==> src/design/mftc_pkg.sv <==
// Shared types and constants for the median-filtered TDS conversion unit.
`timescale 1ns / 1ps
package mftc_pkg;
	localparam int WINDOW_DEF = 30;
	localparam int SAMPLE_W   = 10;
	localparam int TEMP_W     = 11;
	localparam int MV_W       = 13;
	localparam int PPM_W      = 16;
	localparam int DIV_NUM_W  = 28;
	localparam int DIV_DEN_W  = 11;
	localparam int CQ_W       = 20;

	localparam logic [TEMP_W-1:0] TEMP_RESET = 11'd250;
	localparam logic [DIV_NUM_W-1:0] CQ_MAX = 28'h00FFFFF;
	localparam logic signed [34:0] A_OFS = 35'sd1676804096;
	localparam logic signed [56:0] P_OFS = 57'sd85739 <<< 32;
	localparam logic [58:0] N_OFS = 59'd100 << 32;
	// ppm = (num >> 32) / 200; at or above 200 * 65536 the result clips
	localparam logic [26:0] PPM_SAT_NUM = 27'd13107200;
	// ceil(2^26 / 25), exact for dividends below 2^21
	localparam logic [21:0] PPM_RECIP = 22'd2684355;

	typedef struct packed {
		logic shift;
		logic load;
		logic cmp;
	} cell_ctl_t;

	typedef struct packed {
		logic                 start;
		logic [DIV_NUM_W-1:0] num;
		logic [DIV_DEN_W-1:0] den;
	} div_req_t;

	typedef struct packed {
		logic                 done;
		logic [DIV_NUM_W-1:0] quo;
	} div_rsp_t;
endpackage

==> src/design/mftc_div.sv <==
// Restoring divider, one quotient bit per cycle.
`timescale 1ns / 1ps
module mftc_div (
	input  logic               clk,
	input  logic               arst_n,
	input  mftc_pkg::div_req_t req,
	output mftc_pkg::div_rsp_t rsp
);
	localparam int NW = mftc_pkg::DIV_NUM_W;
	localparam int DW = mftc_pkg::DIV_DEN_W;
	localparam int CW = $clog2(NW);

	logic          busy_q;
	logic          done_q;
	logic [CW-1:0] cnt_q;
	logic [DW-1:0] rem_q;
	logic [DW-1:0] den_q;
	logic [NW-1:0] quo_q;
	logic [DW:0]   trial;
	logic          fits;

	assign trial = {rem_q, quo_q[NW-1]};
	assign fits  = trial >= {1'b0, den_q};

	always_ff @(posedge clk or negedge arst_n) begin
		if (!arst_n) begin
			busy_q <= 1'b0;
			done_q <= 1'b0;
			cnt_q  <= '0;
		end else begin
			done_q <= 1'b0;
			if (req.start) begin
				busy_q <= 1'b1;
				cnt_q  <= CW'(NW - 1);
			end else if (busy_q) begin
				cnt_q <= cnt_q - CW'(1);
				if (cnt_q == '0) begin
					busy_q <= 1'b0;
					done_q <= 1'b1;
				end
			end
		end
	end

	always_ff @(posedge clk) begin
		if (req.start) begin
			rem_q <= '0;
			den_q <= req.den;
			quo_q <= req.num;
		end else if (busy_q) begin
			rem_q <= fits ? DW'(trial - {1'b0, den_q}) : trial[DW-1:0];
			quo_q <= {quo_q[NW-2:0], fits};
		end
	end

	assign rsp.done = done_q;
	assign rsp.quo  = quo_q;
endmodule

==> config.mk <==
export PLATFORM = sky130hd
export DESIGN_NAME = mftc_div
export DESIGN_NICKNAME = d
export VERILOG_FILES = /design/src/design/mftc_pkg.sv /design/src/design/mftc_div.sv
export SDC_FILE = /design/constraint.sdc
export NUM_CORES = 1
export LEC_CHECK = 0
export BUFFER_PORTS_ARGS = -buffer_cell sky130_fd_sc_hd__clkbuf_2
export CORE_AREA = 2 2 76 108
export CTS_BUF_LIST = sky130_fd_sc_hd__clkbuf_8
export DETAILED_ROUTE_END_ITERATION = 10
export DIE_AREA = 0 0 78 110
export HOLD_SLACK_MARGIN = 0.05
export SYNTH_ARGS = -nofsm -noshare
export SYNTH_HDL_FRONTEND = slang
export SYNTH_SLANG_ARGS = --single-unit
==> constraint.sdc <==
create_clock -name clk -period 2.3 [get_ports clk]
set_input_delay 0.115 -clock clk [delete_from_list [all_inputs] [get_ports clk]]
set_output_delay 0.115 -clock clk [all_outputs]
set_load 0.005 [all_outputs]
**After elaboration in Yosys (flattened, before gate mapping)**

Index checks and enable logic that the tools add are counted.

- Word-level logic and storage cells: 22
- Register bits after elaboration: 57

- Mux-type cells: 11
- Reduce and logical (&&, ||, !) cells: 2
- $add $sub $neg: 2
- Magnitude comparators: 1

Operator list:

| operator | count |
|---|---|
| $mux 28 | 2 |
| $ge 12x11->1 | 1 |
| $mux 11 | 1 |
| $sub 11x11->11 | 1 |
| $mux 5 | 2 |
| $mux 1 | 6 |
| $logic_not 5->1 | 1 |
| $sub 5x1->5 const B | 1 |
| $reduce_bool 2->1 | 1 |

**Logic depth before layout (Yosys ltp)**

- Word-level depth: 4
- Mapped depth: 10
- Depth with buffers taken out: 9

**Worst setup path after synthesis**

No wires, ideal clock.

- Path kind: reg2reg
- From: register quo_q[27]
- To: register rem_q[0]
- Setup time: 79 ps
- Path buffers: 0
- Stages on the path, launching flop included: 10
- Data arrival time: 2169 ps
- Slack: 51 ps
- Period minus slack after synthesis: 2249 ps
- Path through: edfxtp_1 inv_1 ha_1 fa_1 nor2b_4 o31a_1 o21ai_4 o21ai_2 mux2_4 a211oi_2

- Cells in the longest elaborated chain, start to end: 2

RTL lines:

| item | RTL line | RTL |
|---|---|---|
| start, declared | mftc_div.sv:18 | `logic [NW-1:0] quo_q;` |
| start signal, assigned | mftc_div.sv:49 | `quo_q <= req.num;` |
| start signal, assigned | mftc_div.sv:52 | `quo_q <= {quo_q[NW-2:0], fits};` |
| $sub 11x11->11 or $ge 12x11->1 (tied branches) | mftc_div.sv:51, mftc_div.sv:23 |  |
| $mux 11 * | mftc_div.sv:51 | `rem_q <= fits ? DW'(trial - {1'b0, den_q}) : trial[DW-1:0];` |
| end signal, assigned | mftc_div.sv:51 |  |
| end, declared | mftc_div.sv:16 | `logic [DW-1:0] rem_q;` |

Mark *: on every way between the ends. The rest lies on a longest branch, timed or not.
A chain may end at the register's enable or synchronous reset.

**Final worst setup path**

- From: register den_q[0]
- To: register rem_q[9]

- Cells in the longest elaborated chain, start to end: 2

RTL lines:

| item | RTL line | RTL |
|---|---|---|
| start, declared | mftc_div.sv:17 | `logic [DW-1:0] den_q;` |
| start signal, assigned | mftc_div.sv:48 | `den_q <= req.den;` |
| $sub 11x11->11 or $ge 12x11->1 (tied branches) | mftc_div.sv:51, mftc_div.sv:23 |  |
| $mux 11 * | mftc_div.sv:51 |  |

Marks and branches as above.

==> run summary <==
Depth of the CTS H-tree = 3
Initial antenna violation count = 0
Area delta synth->final = 31.24%
Final setup violation count = 0
Critical path's largest stage delay = 0.43 ns
Critical path startpoint category = flop
CTS tree = done
Num rows = 38
Crit-path leading delay family = compound AO/OA/AOI/OAI gates
Final period util = 96.71%
Iter 0 DRT Violations = 122
Largest net degree at the start of global routing = 38
Congestion Overflow GR = 0
Design Area, Final = 3905 sq um
Mapped Nets = 295
Cell depth of the worst setup path = 10
Required @ worst endpoint = 2.55 ns
Yosys Warn Count = 0
WL final = 6124 microns
Mapped Area = 2975 sq um
Synth area leader = edfxtp_1
# IOs = 71
Worst Max-Slew Pin Slew = 0.5155 ns
Most frequent cells in the layout = clkbuf_2, edfxtp_1, mux2_2
Starting density of the core = 39.11%
Max clock buf depth = 2
Buf/Inv on CP = 2
Pre-CTS setup slack = -0.1026 ns
Largest cells by area after synthesis = edfxtp_1, mux2_2, dfxtp_1
GP Congestion = 0.8357
CTS Sinks = 57
Commonest non-fill, non-tap cell in the layout = clkbuf_2
Worst Setup End Kind = flop
Routed WL per cell = 13.76 microns
Final setup margin = 0.07563 ns
Via count = 2,190
Hold WC Path Type = primary input to flop
Max Slew Vio Count = 0
First-pass DRT Iterations = 5
FFs w/ async S/R, synth = 12.28%
Chip Height = 110 microns
Clk slew on worst S/H paths = 0.07 ns
Final layout net count = 396
Die Area = 8580 sq um
Pleak = 1.682 nW
Die Width = 78 microns
Final hold viol count = 0
Total core area = 7607 sq um
Worst R2R Path Depth = 10
Setup CP Type = flop to flop
Flop-to-flop setup slack = 0.08 ns
Peak VDD IR = 456.5 uV
Worst setup path startpoint = den_q[0]
Max frequency = 449.6 MHz
TNS Setup = 0 ns
Clock Skew = 0.01100 ns
Diode count = 0
Max transition margin = 65.63%
Reg2reg end = rem_q[9]
RSZ-0062 raised after global routing = yes
Post-synthesis sequential area ratio = 52.65%
P per Cell Area = 928.3 nW/um^2
Largest fanout on the critical path = 6
Cells after Synth = 239
Cell Chain, Critical Path = ha_4 -> fa_2 -> nor2b_4 -> o31a_1 -> o21ai_4 -> o21ai_2 -> buf_4 -> buf_6 -> o31ai_2 -> a311oi_1
Worst-skew pair later-pin latency = 0.34 ns
First-pass GRT wire length = 10,090 microns
End of the critical path = rem_q[9]
Worst EP arrival = 2.47 ns
EDFF count, synth = 39
# DRC = 0
PortBufs = 70
Post-Syn Area per Cell = 12.45 sq um
Core Util, Final = 51.33%
Via density = 4.921
Worst path slowest cell = edfxtp_1
Minimum clock period = 2.224 ns
Top cell type's share of synthesized area = 39.36%
Max-cap violations = 0
R2r startpoint = den_q[0]
Detailed Place HPWL = 4393 microns
Distinct cells, synth = 51
Status = finished, final reports clean
#FFs+latches synth = 57
Ys flop type = edfxtp_1
ANT nets after route = 0
Cts bufs inserted = 9
Root Driver = clkbuf_8
Vias in the first global route = 2,216
All-layer global routing usage = 15.04%
DP Area = 3528 sq um
Fraction of layout cells with a size suffix above 1 = 42.61%
cell families after synthesis:
family | after synthesis | share of synthesized area [%]
simple gates | 58 | 12.15
xor+xnor | 9 | 2.649
compound gates | 39 | 9.252
buf+inv | 27 | 4.037
mux | 35 | 13.12
flops | 57 | 52.65
fa+ha+maj | 14 | 6.140
worst reg2reg max path, cell delays in order, from the launching register on:
cell,delay (ns)
edfxtp_1,0.43
ha_4,0.19
fa_2,0.36
nor2b_4,0.12
o31a_1,0.20
o21ai_4,0.07
o21ai_2,0.15
buf_4,0.14
buf_6,0.12
o31ai_2,0.07
a311oi_1,0.26
report_power, final:
| part | total (mW) | internal (mW) | switching [mW] |
|---|---|---|---|
| logic | 1.32 | 0.689 | 0.632 |
| registers | 1.38 | 1.27 | 0.110 |
| clock network | 0.923 | 0.497 | 0.426 |
| total | 3.63 | 2.46 | 1.17 |
stage by stage:
| step | hold WS [ns] | std cells | power, mW |
|---|---|---|---|
| 2_1_floorplan | -0.1806 | 239 | 2.278 |
| 3_3_place_gp | -0.03650 | 413 | 2.615 |
| 3_5_place_dp | -0.03823 | 413 | 2.633 |
| 4_1_cts | 0.05418 | 444 | 3.649 |
| 5_1_grt | 0.06070 | 445 | 3.855 |
| 6_report | 0.07187 | 445 | 3.625 |
sequential cells by signal, summed over array words and instances (netlist names):
signal / flops
busy_q: 1
done_q: 1
cnt_q: 5
quo_q: 28
rem_q: 11
den_q: 11
routing by layer:
metal / part of all wire (%) / up-vias / GRT usage [%]
met3: 5.4 / 11 / 4.153
li1: - / 1081 / -
met5: 0 / - / 0
met1: 40 / 1036 / 17.24
met4: 2.2 / 0 / 7.018
met2: 52 / 62 / 26.11
worst min-delay path by stage:
stage	startpoint	to	slack, ns	cells after the start
floorplan	arst_n	busy_q	-0.18	0
global placement	arst_n	cnt_q[3]	-0.04	1
detailed placement	arst_n	cnt_q[3]	-0.04	1
CTS	req[31]	quo_q[20]	0.05	2
global route	req[14]	quo_q[3]	0.06	2
finish	req[33]	quo_q[22]	0.07	2
timing repair:
item | in CTS | in global routing
setup endpoints to repair | 3 | 11
setup buffers | 3 | 1
endpoints found under the hold margin | 18 | 0
gates cloned | 0 | 0
gates resized for setup | 7 | 1
hold buffers | 12 | 0
pin swaps | 8 | 7
area by class of cell:
type | instances | area (sq um)
clock buffers | 9 | 123.9
clock inverters | 7 | 71.32
fillers | 720 | 3702
inverters | 16 | 60.06
multi-input cells | 155 | 1309
flip-flops and latches | 57 | 1567
well taps | 100 | 125.1
repair buffers | 101 | 649.4
cells in the mapped netlist, drive strengths merged, types with 5 or more instances:
| master | n |
|---|---|
| edfxtp | 39 |
| nand2b | 10 |
| nand2 | 9 |
| dfrtp | 7 |
| a211oi | 8 |
| inv | 16 |
| a21oi | 5 |
| mux2 | 29 |
| buf | 8 |
| mux2i | 6 |
| o21ai | 11 |
| dfxtp | 11 |
| xnor2 | 8 |
| nor2 | 16 |
| ha | 13 |
(Power assumes the default switching activity.)
