File: config.mk
export PLATFORM = sky130hd
export DESIGN_NAME = mftc_cell
export DESIGN_NICKNAME = d
export VERILOG_FILES = /design/src/design/mftc_pkg.sv /design/src/design/mftc_cell.sv
export SDC_FILE = /design/constraint.sdc
export NUM_CORES = 1
export LEC_CHECK = 0
export BUFFER_PORTS_ARGS = -buffer_cell sky130_fd_sc_hd__buf_4
export CAP_MARGIN = 10
export CORE_MARGIN = 5
export CORE_UTILIZATION = 50
export CTS_CLUSTER_SIZE = 40
export DETAILED_ROUTE_END_ITERATION = 7
export PLACE_DENSITY = 0.81
export SLEW_MARGIN = 20
export SYNTH_ARGS = -nofsm -noshare
export SYNTH_HDL_FRONTEND = slang
export SYNTH_SLANG_ARGS = --single-unit
File: constraint.sdc
create_clock -name clk -period 2.3 [get_ports clk]
set_clock_uncertainty 0.2 [all_clocks]
set_input_delay 0.69 -clock clk [delete_from_list [all_inputs] [get_ports clk]]
set_output_delay 0.69 -clock clk [all_outputs]
set_load 0.02 [all_outputs]
File: src/design/mftc_pkg.sv
// Shared types and constants for the median-filtered TDS conversion unit.
`timescale 1ns / 1ps
package mftc_pkg;
	localparam int WINDOW_DEF = 30;
	localparam int SAMPLE_W   = 10;
	localparam int TEMP_W     = 11;
	localparam int MV_W       = 13;
	localparam int PPM_W      = 16;
	localparam int DIV_NUM_W  = 28;
	localparam int DIV_DEN_W  = 11;
	localparam int CQ_W       = 20;

	localparam logic [TEMP_W-1:0] TEMP_RESET = 11'd250;
	localparam logic [DIV_NUM_W-1:0] CQ_MAX = 28'h00FFFFF;
	localparam logic signed [34:0] A_OFS = 35'sd1676804096;
	localparam logic signed [56:0] P_OFS = 57'sd85739 <<< 32;
	localparam logic [58:0] N_OFS = 59'd100 << 32;
	// ppm = (num >> 32) / 200; at or above 200 * 65536 the result clips
	localparam logic [26:0] PPM_SAT_NUM = 27'd13107200;
	// ceil(2^26 / 25), exact for dividends below 2^21
	localparam logic [21:0] PPM_RECIP = 22'd2684355;

	typedef struct packed {
		logic shift;
		logic load;
		logic cmp;
	} cell_ctl_t;

	typedef struct packed {
		logic                 start;
		logic [DIV_NUM_W-1:0] num;
		logic [DIV_DEN_W-1:0] den;
	} div_req_t;

	typedef struct packed {
		logic                 done;
		logic [DIV_NUM_W-1:0] quo;
	} div_rsp_t;
endpackage

File: src/design/mftc_cell.sv
// Window cell: holds one sample, rotates a copy around the ring and ranks its sample.
`timescale 1ns / 1ps
module mftc_cell #(
	parameter int CNT_W = 5,
	parameter int K_LO  = 14,
	parameter int K_HI  = 15
) (
	input  logic                          clk,
	input  logic                          arst_n,
	input  mftc_pkg::cell_ctl_t           ctl,
	input  logic [mftc_pkg::SAMPLE_W-1:0] shift_in,
	input  logic [mftc_pkg::SAMPLE_W-1:0] rot_in,
	output logic [mftc_pkg::SAMPLE_W-1:0] w,
	output logic [mftc_pkg::SAMPLE_W-1:0] r,
	output logic                          hit_lo,
	output logic                          hit_hi
);
	logic [mftc_pkg::SAMPLE_W-1:0] w_q;
	logic [mftc_pkg::SAMPLE_W-1:0] r_q;
	logic [CNT_W-1:0]              lt_q;
	logic [CNT_W-1:0]              le_q;

	always_ff @(posedge clk or negedge arst_n) begin
		if (!arst_n) begin
			w_q <= '0;
		end else if (ctl.shift) begin
			w_q <= shift_in;
		end
	end

	always_ff @(posedge clk) begin
		if (ctl.load) begin
			r_q  <= w_q;
			lt_q <= '0;
			le_q <= '0;
		end else if (ctl.cmp) begin
			r_q <= rot_in;
			if (r_q < w_q) begin
				lt_q <= lt_q + CNT_W'(1);
			end
			if (r_q <= w_q) begin
				le_q <= le_q + CNT_W'(1);
			end
		end
	end

	assign w      = w_q;
	assign r      = r_q;
	assign hit_lo = (lt_q <= CNT_W'(K_LO)) && (le_q > CNT_W'(K_LO));
	assign hit_hi = (lt_q <= CNT_W'(K_HI)) && (le_q > CNT_W'(K_HI));
endmodule

# [Yosys cells after proc, flatten, opt, wreduce, memory -nomap -nowiden]
# Index checks and enable logic that the tools add are counted.
[op_classes] addsub=2 magnitude_cmp=6 muxes=2 reduce_logical=5
[ops] operator="2-to-1 mux 10 bit" count=2
[ops] operator="adder 5 x 1 -> 5 bit, second input constant" count=2
[ops] operator="greater-than comparator 5 x 4 -> 1 bit, second input constant" count=2
[ops] operator="<= comparator 10 bit" count=1
[ops] operator="<= comparator 5 x 4 -> 1 bit, second input constant" count=2
[ops] operator="less-than comparator 10 bit" count=1
[ops] operator="AND reduction 2 bit" count=2
[ops] operator="logical AND 1 bit" count=2
[ops] operator="nonzero test 2 bit" count=1
[totals] register_bits=30 out_inout_bits=22 elab_cells=19

# [Depth between registers and ports, before layout]
# Gate-level depths: netlist of run 1.
[logic_depth] depth_word=2 depth_mapped=8 depth_no_buf=7

# [Least setup slack after synthesis of run 1]
# No wires, ideal clock.
[synth_path] kind="reg2out" from="register le_q[1]" to="output hit_hi" arrival_ns=1.353 required_ns=1.410 path_slack_ns=0.057 stages_incl_launch_ff=5 path_cell_list="dfxtp_1 > ha_1 > and3_1 > ha_1 > nor3_1"
[synth_via] elab_chain_len=2
[synth_lines] element="start: declaration" line="mftc_cell.sv:21" source="logic [CNT_W-1:0] le_q;"
[synth_lines] element="start signal: assignment" line="mftc_cell.sv:42" source="le_q <= le_q + CNT_W'(1);"
[synth_lines] element="greater-than comparator 5 x 4 -> 1 bit" line="mftc_cell.sv:50" source="assign hit_hi = (lt_q <= CNT_W'(K_HI)) && (le_q > CNT_W'(K_HI));"
[synth_lines] element="logical AND 1 bit" line="mftc_cell.sv:50"
[synth_lines] element="end: declaration" line="mftc_cell.sv:16" source="output logic hit_hi"
# No other way between the ends.

# [Final worst setup path of run 1]
[layout_path] from="register le_q[0]" to="output hit_hi"
# Same word-level chain as after synthesis.

==> reports/metrics.csv, run 1 <==
stage,metric,value,unit
global_route,grt peak-use layer,met2,
synth,sequential fraction of the synthesis area,0.440,
critical_path,startpoint class of the critical path,register,
die,die width,68.4,um
global_route,initial antenna violation count,0,
place,pre-CTS WS,0.0138,ns
cells_and_area,nets,268,
synth,Avg Inst Size Synth,10.3,um^2
outcome,status,finished with violations,
critical_path,WS Path Type,reg2out,
worst_hold_path,HP Class,in2reg,
outcome,failing checks,negative setup slack,
global_route,largest net degree at the start of global routing,26,
cts,TritonCTS clock tree,built,
synth,area of the mapped netlist,0.00171,mm^2
die,Core Box Area,0.00331,mm^2
synth,Synth top area share,0.176,
timing,Final Max Tran Viols,0,
global_route,GR Layer Usage met3,0.0608,
cts,root buf cell,clkbuf_4,
synth,main flop type after synthesis,edfxtp_1,
cells_and_area,area delta synth->final,40.3,%
routing,vias per cell,5.37,
critical_path,CP max FO,3,
timing,RSZ-0062 raised after global routing,yes,
power,VDD IR max,393,uV
critical_path,Required @ worst endpoint,1.41,ns
timing,"Setup violations, final",2,
synth,asr flop ratio synth,0.333,
routing,DR WL/cell,15.7,um
place,detailed placement HPWL,2840,um
synth,Mapped Cells,166,
routing,# DRC,0,
place,global placement routability congestion,0.855,
timing,final hold violation count,0,
cells_and_area,"Design Area, Final",0.00239,mm^2
timing,smallest hold slack,0.342,ns
timing,Slew @ Worst Pin,0.419,ns
die,Initial Util,0.515,
routing,antenna-violating nets left,0,
timing,final worst-path cycle share,1.06,
routing,Via Count,1465,
routing,Detailed Routing Iterations Pass 1,4,
synth,synth top area cells,"edfxtp_1, dfrtp_1, dfxtp_1, ha_1, mux2_2",
synth,library cells used by synthesis,37,
synth,yosys warns,0,
cts,clk_lat worst skew,0.34,ns
synth,synthesized flop and latch total,30,
cts,CTS buffer count,5,
synth,list of most frequent post-synthesis cells,"inv_1, nand2_1, ha_1",
cells_and_area,Antenna diodes,0,
place,Placed Cells,254,
global_route,gr ovfl total,0,
timing,fmax,411,MHz
cts,Clock Path Buffers,2,
cells_and_area,Post-Layout Cell Count,273,
timing,final setup margin,-0.132,ns
cts,H-tree depth,2,
cells_and_area,final core occ,0.723,
timing,"Min Clock Period, post-route",2.43,ns
global_route,first-pass GRT wire length,6420,um
synth,biggest area consumer among synthesized cells,edfxtp_1,
synth,top-count cell post-synth,inv_1,
global_route,number of global-route vias before repair,1432,
die,Die Height,68.4,um
cts,"CTS clk-pin slew, worst paths",0.09,ns
place,Area after DPL,0.00209,mm^2
power,leakage,1.05,nW
timing,Rel. slew slack,0.721,
die,Die ar.,0.00468,mm^2
power,total power,1.42,mW
cts,clk sink count,30,
global_route,GR Util met2,0.316,
cells_and_area,layout cells sized above 1,0.467,
critical_path,Worst Path Arrival,1.54,ns
timing,setup TNS,-0.188,ns
die,I/O pin count,47,
synth,"Net Count, Synth",207,
global_route,met1 Use GR,0.214,
power,PwrDens,594,mW/mm^2
die,row count,21,
global_route,GRT Util Overall,0.188,
synth,Post-synth EDFFs,10,
routing,Initial DRC Count,59,
routing,WL final,4280,um
critical_path,Worst setup EP type,primary output,
place,PortBufs,46,
job,MaxCap Viol Count,0,
-- routing by layer --
metal	share of wire	vias to the layer above
li1	-	718
met1	0.42	695
met2	0.50	42
met3	0.064	10
met4	0.023	0
met5	0	-
-- cells in the final DEF, fill, tap and decap left out, types with 2 or more instances in the layout --
cell       n
a21o_1     2
a21oi_1    6
a21oi_2    3
a311oi_1   2
a32o_1     2
and3_1     4
buf_4     57
buf_6      3
clkbuf_1   2
clkbuf_4   5
dfrtp_1   10
dfxtp_1    6
dfxtp_2    2
dfxtp_4    2
edfxtp_1  10
ha_1       6
ha_2       2
ha_4       8
inv_1     16
mux2_2    11
nand2_1   17
nand3_1    3
nand4_1    2
nand4b_1   2
nor2_1     6
nor2b_1    2
nor3_1     2
nor3_2     2
o21ai_0   10
o21ai_1    2
o311ai_1   3
-- worst max-delay path, cell delays in order, from the launching register on --
cell	delay (ns)
dfxtp_2	0.34
ha_2	0.18
and3_1	0.18
ha_2	0.17
nor3_2	0.16
buf_4	0.17
-- layout make-up --
| type | instances | area, um^2 |
|---|---|---|
| Tap cell | 46 | 57.6 |
| Fill cell | 245 | 918 |
| Multi-Input combinational cell | 111 | 987 |
| Sequential cell | 30 | 761 |
| Inverter | 18 | 70.1 |
| Clock buffer | 7 | 45.0 |
| Timing Repair Buffer | 61 | 472 |
-- power breakdown --
part	internal [mW]	switching, mW	leakage [nW]
clock	0.115	0.178	0.0254
sequential	0.606	0.0401	0.308
combinational	0.236	0.247	0.713
-- flip-flops by register name, indices dropped and copies added, names as in the netlist --
| register | count |
|---|---|
| le_q | 5 |
| lt_q | 5 |
| r | 10 |
| w | 10 |
-- kinds of logic after synthesis --
logic type / Yosys count / synth area share
fa+ha+maj: 16 / 0.117
simple gates: 46 / 0.145
mux: 14 / 0.0939
buf+inv: 25 / 0.0609
compound gates: 35 / 0.143
flops: 30 / 0.440
-- path summary, 6_finish.rpt --
check | startpoint | endpoint | slack, ns | depth (start not counted)
hold reg to reg | lt_q[4]$_SDFFE_PP0P_ | lt_q[4]$_SDFFE_PP0P_ | 0.34 | 2
max in group asynchronous | arst_n | w[4]$_DFFE_PN0P_ | 1.23 | 2
setup / recovery | le_q[0]$_SDFFE_PP0P_ | hit_hi | -0.13 | 5
hold / removal | shift_in[8] | w[8]$_DFFE_PN0P_ | 0.34 | 3
setup reg to reg | w[8]$_DFFE_PN0P_ | lt_q[3]$_SDFFE_PP0P_ | 0.04 | 8
min in group asynchronous | arst_n | w[8]$_DFFE_PN0P_ | 0.52 | 2
-- what timing repair did --
item	CTS	global route
hold buffers	1	0
setup endpoints to repair	2	7
hold endpoints to repair	10	0
pin swaps	4	4
setup buffers	5	6
gates resized for setup	19	13
(Power assumes the default switching activity.)
==> inputs of run 2 (changes only) <==
CORE_UTILIZATION = 45   (was 50)
PLACE_DENSITY = 0.74   (was 0.81)
==> reports/metrics.csv, run 2 (synthesis results as in run 1) <==
stage,metric,value,unit,change
outcome,status,finished with violations,,
outcome,failing checks,negative setup slack,,
critical_path,Reg2Reg Depth,9,,+1
routing,antenna-violating nets left,0,,unchanged
cells_and_area,Multi-input gate area,948,um^2,-3.9%
timing,setup TNS,-0.00661,ns,+0.182 ns
job,MaxCap Viol Count,0,,unchanged
cells_and_area,layout cells sized above 1,0.454,,-0.0128
routing,vias per cell,5.13,,-4.4%
worst_hold_path,HP Class,in2async,,
global_route,GRT Util Overall,0.156,,-0.0314
cts,TritonCTS clock tree,built,,
routing,metal2 WL,2000,um,-5.6%
critical_path,"Buf+Inv Stages, Crit Path",1,,unchanged
cts,root buf cell,clkbuf_8,,
routing,Initial DRC Count,114,,+93%
critical_path,Top Family by Delay on Critical Path,flip-flops,,
cells_and_area,"Design Area, Final",0.00243,mm^2,+1.5%
place,Placed Cells,254,,unchanged
critical_path,Required @ worst endpoint,1.41,ns,about the same
place,PortBufs,46,,unchanged
critical_path,startpoint class of the critical path,register,,
die,row count,22,,+4.8%
power,total power,1.60,mW,+13%
routing,top sig layer,met4,,
place,pre-CTS WS,0.118,ns,+0.104 ns
critical_path,critical path's slowest cell,dfxtp_4,,
critical_path,flop2flop setup slack,0.11,ns,+0.07 ns
timing,Slew @ Worst Pin,0.338,ns,-0.0803 ns
cells_and_area,most frequent cells in the layout,"buf_4, nand2_1, inv_1",,
cells_and_area,area delta synth->final,42.4,%,
critical_path,FF-to-FF End,lt_q[1]$_SDFFE_PP0P_,,
cells_and_area,Antenna diodes,0,,unchanged
timing,fmax,434,MHz,+5.4%
timing,final setup margin,-0.00661,ns,+0.125 ns
timing,Final Max Tran Viols,0,,unchanged
critical_path,WS Path Type,reg2out,,
cts,"CTS clk-pin slew, worst paths",0.06,ns,-0.03 ns
global_route,number of global-route vias before repair,1316,,-8.1%
global_route,gr ovfl total,0,,unchanged
cells_and_area,flip-flop and latch area,761,um^2,unchanged
die,I/O pin count,47,,unchanged
routing,# DRC,0,,unchanged
cells_and_area,"most common cell after layout, fill and taps aside",buf_4,,
critical_path,FF-to-FF Start,w[7]$_DFFE_PN0P_,,
die,die width,71.6,um,+4.6%
global_route,largest net degree at the start of global routing,26,,unchanged
cells_and_area,nets,269,,+0.37%
timing,final hold violation count,0,,unchanged
cts,CTS buffer count,5,,unchanged
cts,clk_lat worst skew,0.28,ns,-0.06 ns
timing,final worst-path cycle share,1.00,,-0.0544
routing,Via Count,1421,,-3.0%
global_route,first-pass GRT wire length,6130,um,-4.4%
critical_path,CP max FO,3,,unchanged
routing,WL met1,1670,um,-6.2%
die,Die ar.,0.00512,mm^2,+9.5%
timing,"Setup violations, final",1,,-1
die,Initial Util,0.466,,-0.0493
die,Die Height,71.6,um,+4.6%
timing,Rel. slew slack,0.773,,+0.0523
place,Area after DPL,0.00209,mm^2,unchanged
critical_path,Worst Path Arrival,1.42,ns,-0.12 ns
place,global placement routability congestion,0.848,,-0.83%
cells_and_area,Post-Layout Cell Count,277,,+1.5%
power,leakage,1.08,nW,+3.5%
routing,DR WL/cell,14.5,um,-7.5%
power,PwrDens,659,mW/mm^2,+11%
power,VDD IR max,403,uV,+2.7%
timing,"Min Clock Period, post-route",2.31,ns,-0.125 ns
cells_and_area,fillcell total,280,,+14%
timing,RSZ-0062 raised after global routing,yes,,
critical_path,Worst setup EP type,primary output,,
cts,Clock Path Buffers,2,,unchanged
critical_path,max incr delay on CP,0.36,ns,+0.02 ns
routing,WL final,4010,um,-6.2%
cts,H-tree depth,2,,unchanged
global_route,initial antenna violation count,0,,unchanged
routing,metal3 WL,286,um,+4.0%
critical_path,cell mode on critical path,ha_4,,
place,detailed placement HPWL,2700,um,-5.1%
routing,Detailed Routing Iterations Pass 1,4,,unchanged
critical_path,crit-path cells,ha_4 -> and3_4 -> ha_4 -> nor3_2 -> buf_4,,
cts,clk sink count,30,,unchanged
die,Core Box Area,0.00366,mm^2,+11%
-- run 2: cell types whose count changed in the layout (fill, tap and decap cells not counted), moves of 2 or more --
cell and delta:
ha_2 -2, ha_1 +4, clkbuf_8 +5, ha_4 -2
clkbuf_4 -4
-- run 2: worst max path at each step --
| stage | startpoint | end | slack (ns) | cells after the start |
|---|---|---|---|---|
| floorplan | le_q[1]$_SDFFE_PP0P_ | hit_hi | 0.06 | 4 |
| CTS | lt_q[0]$_SDFFE_PP0P_ | hit_hi | -0.005 | 6 |
| global placement | lt_q[1]$_SDFFE_PP0P_ | hit_hi | 0.15 | 6 |
| global route | le_q[1]$_SDFFE_PP0P_ | hit_hi | -0.09 | 5 |
| detailed placement | r[9]$_DFFE_PP_ | le_q[3]$_SDFFE_PP0P_ | 0.12 | 7 |
| finish | le_q[0]$_SDFFE_PP0P_ | hit_hi | -0.007 | 5 |
-- run 2: report_power, final --
group          internal (mW)  total (mW)  switching, mW
sequential             0.608       0.647         0.0399
clock                  0.323       0.505          0.181
combinational          0.220       0.449          0.228
-- run 2: metal layers --
layer	track usage	vias up
met2	0.246	44
met4	0.0543	0
met1	0.194	659
met5	0	-
met3	0.0631	5
li1	-	713
-- run 2: metrics by stage --
step	utilization	hold WS (ns)
6_report	0.663	0.0354
5_1_grt	0.663	0.0247
4_1_cts	0.626	0.0268
3_5_place_dp	0.572	0.312
3_3_place_gp	0.572	0.302
2_1_floorplan	-	0.194
-- run 2: worst reg2reg max path, stage by stage, from the launching register on --
cell	delay, ns
dfrtp_1	0.35
inv_1	0.06
ha_1	0.32
nand4_1	0.14
nor2_1	0.09
a221oi_4	0.32
buf_12	0.16
clkbuf_4	0.16
a21oi_1	0.07
a311oi_1	0.23
-- run 2: timing repair --
item / CTS / global route
gates resized for setup: 15 / 13
endpoints found under the hold margin: 0 / 0
cloned: 0 / 0
hold buffers: 0 / 0
pin swaps: 4 / 5
buffers inserted: 5 / 10
setup endpoints to repair: 2 / 4
-- run 2: cell type report --
cell class	instances	area share
well taps	48	0.0247
flip-flops and latches	30	0.313
clock buffers	7	0.0314
clock inverters	1	0.0124
repair buffers	62	0.200
multi-input cells	111	0.391
inverters	18	0.0278
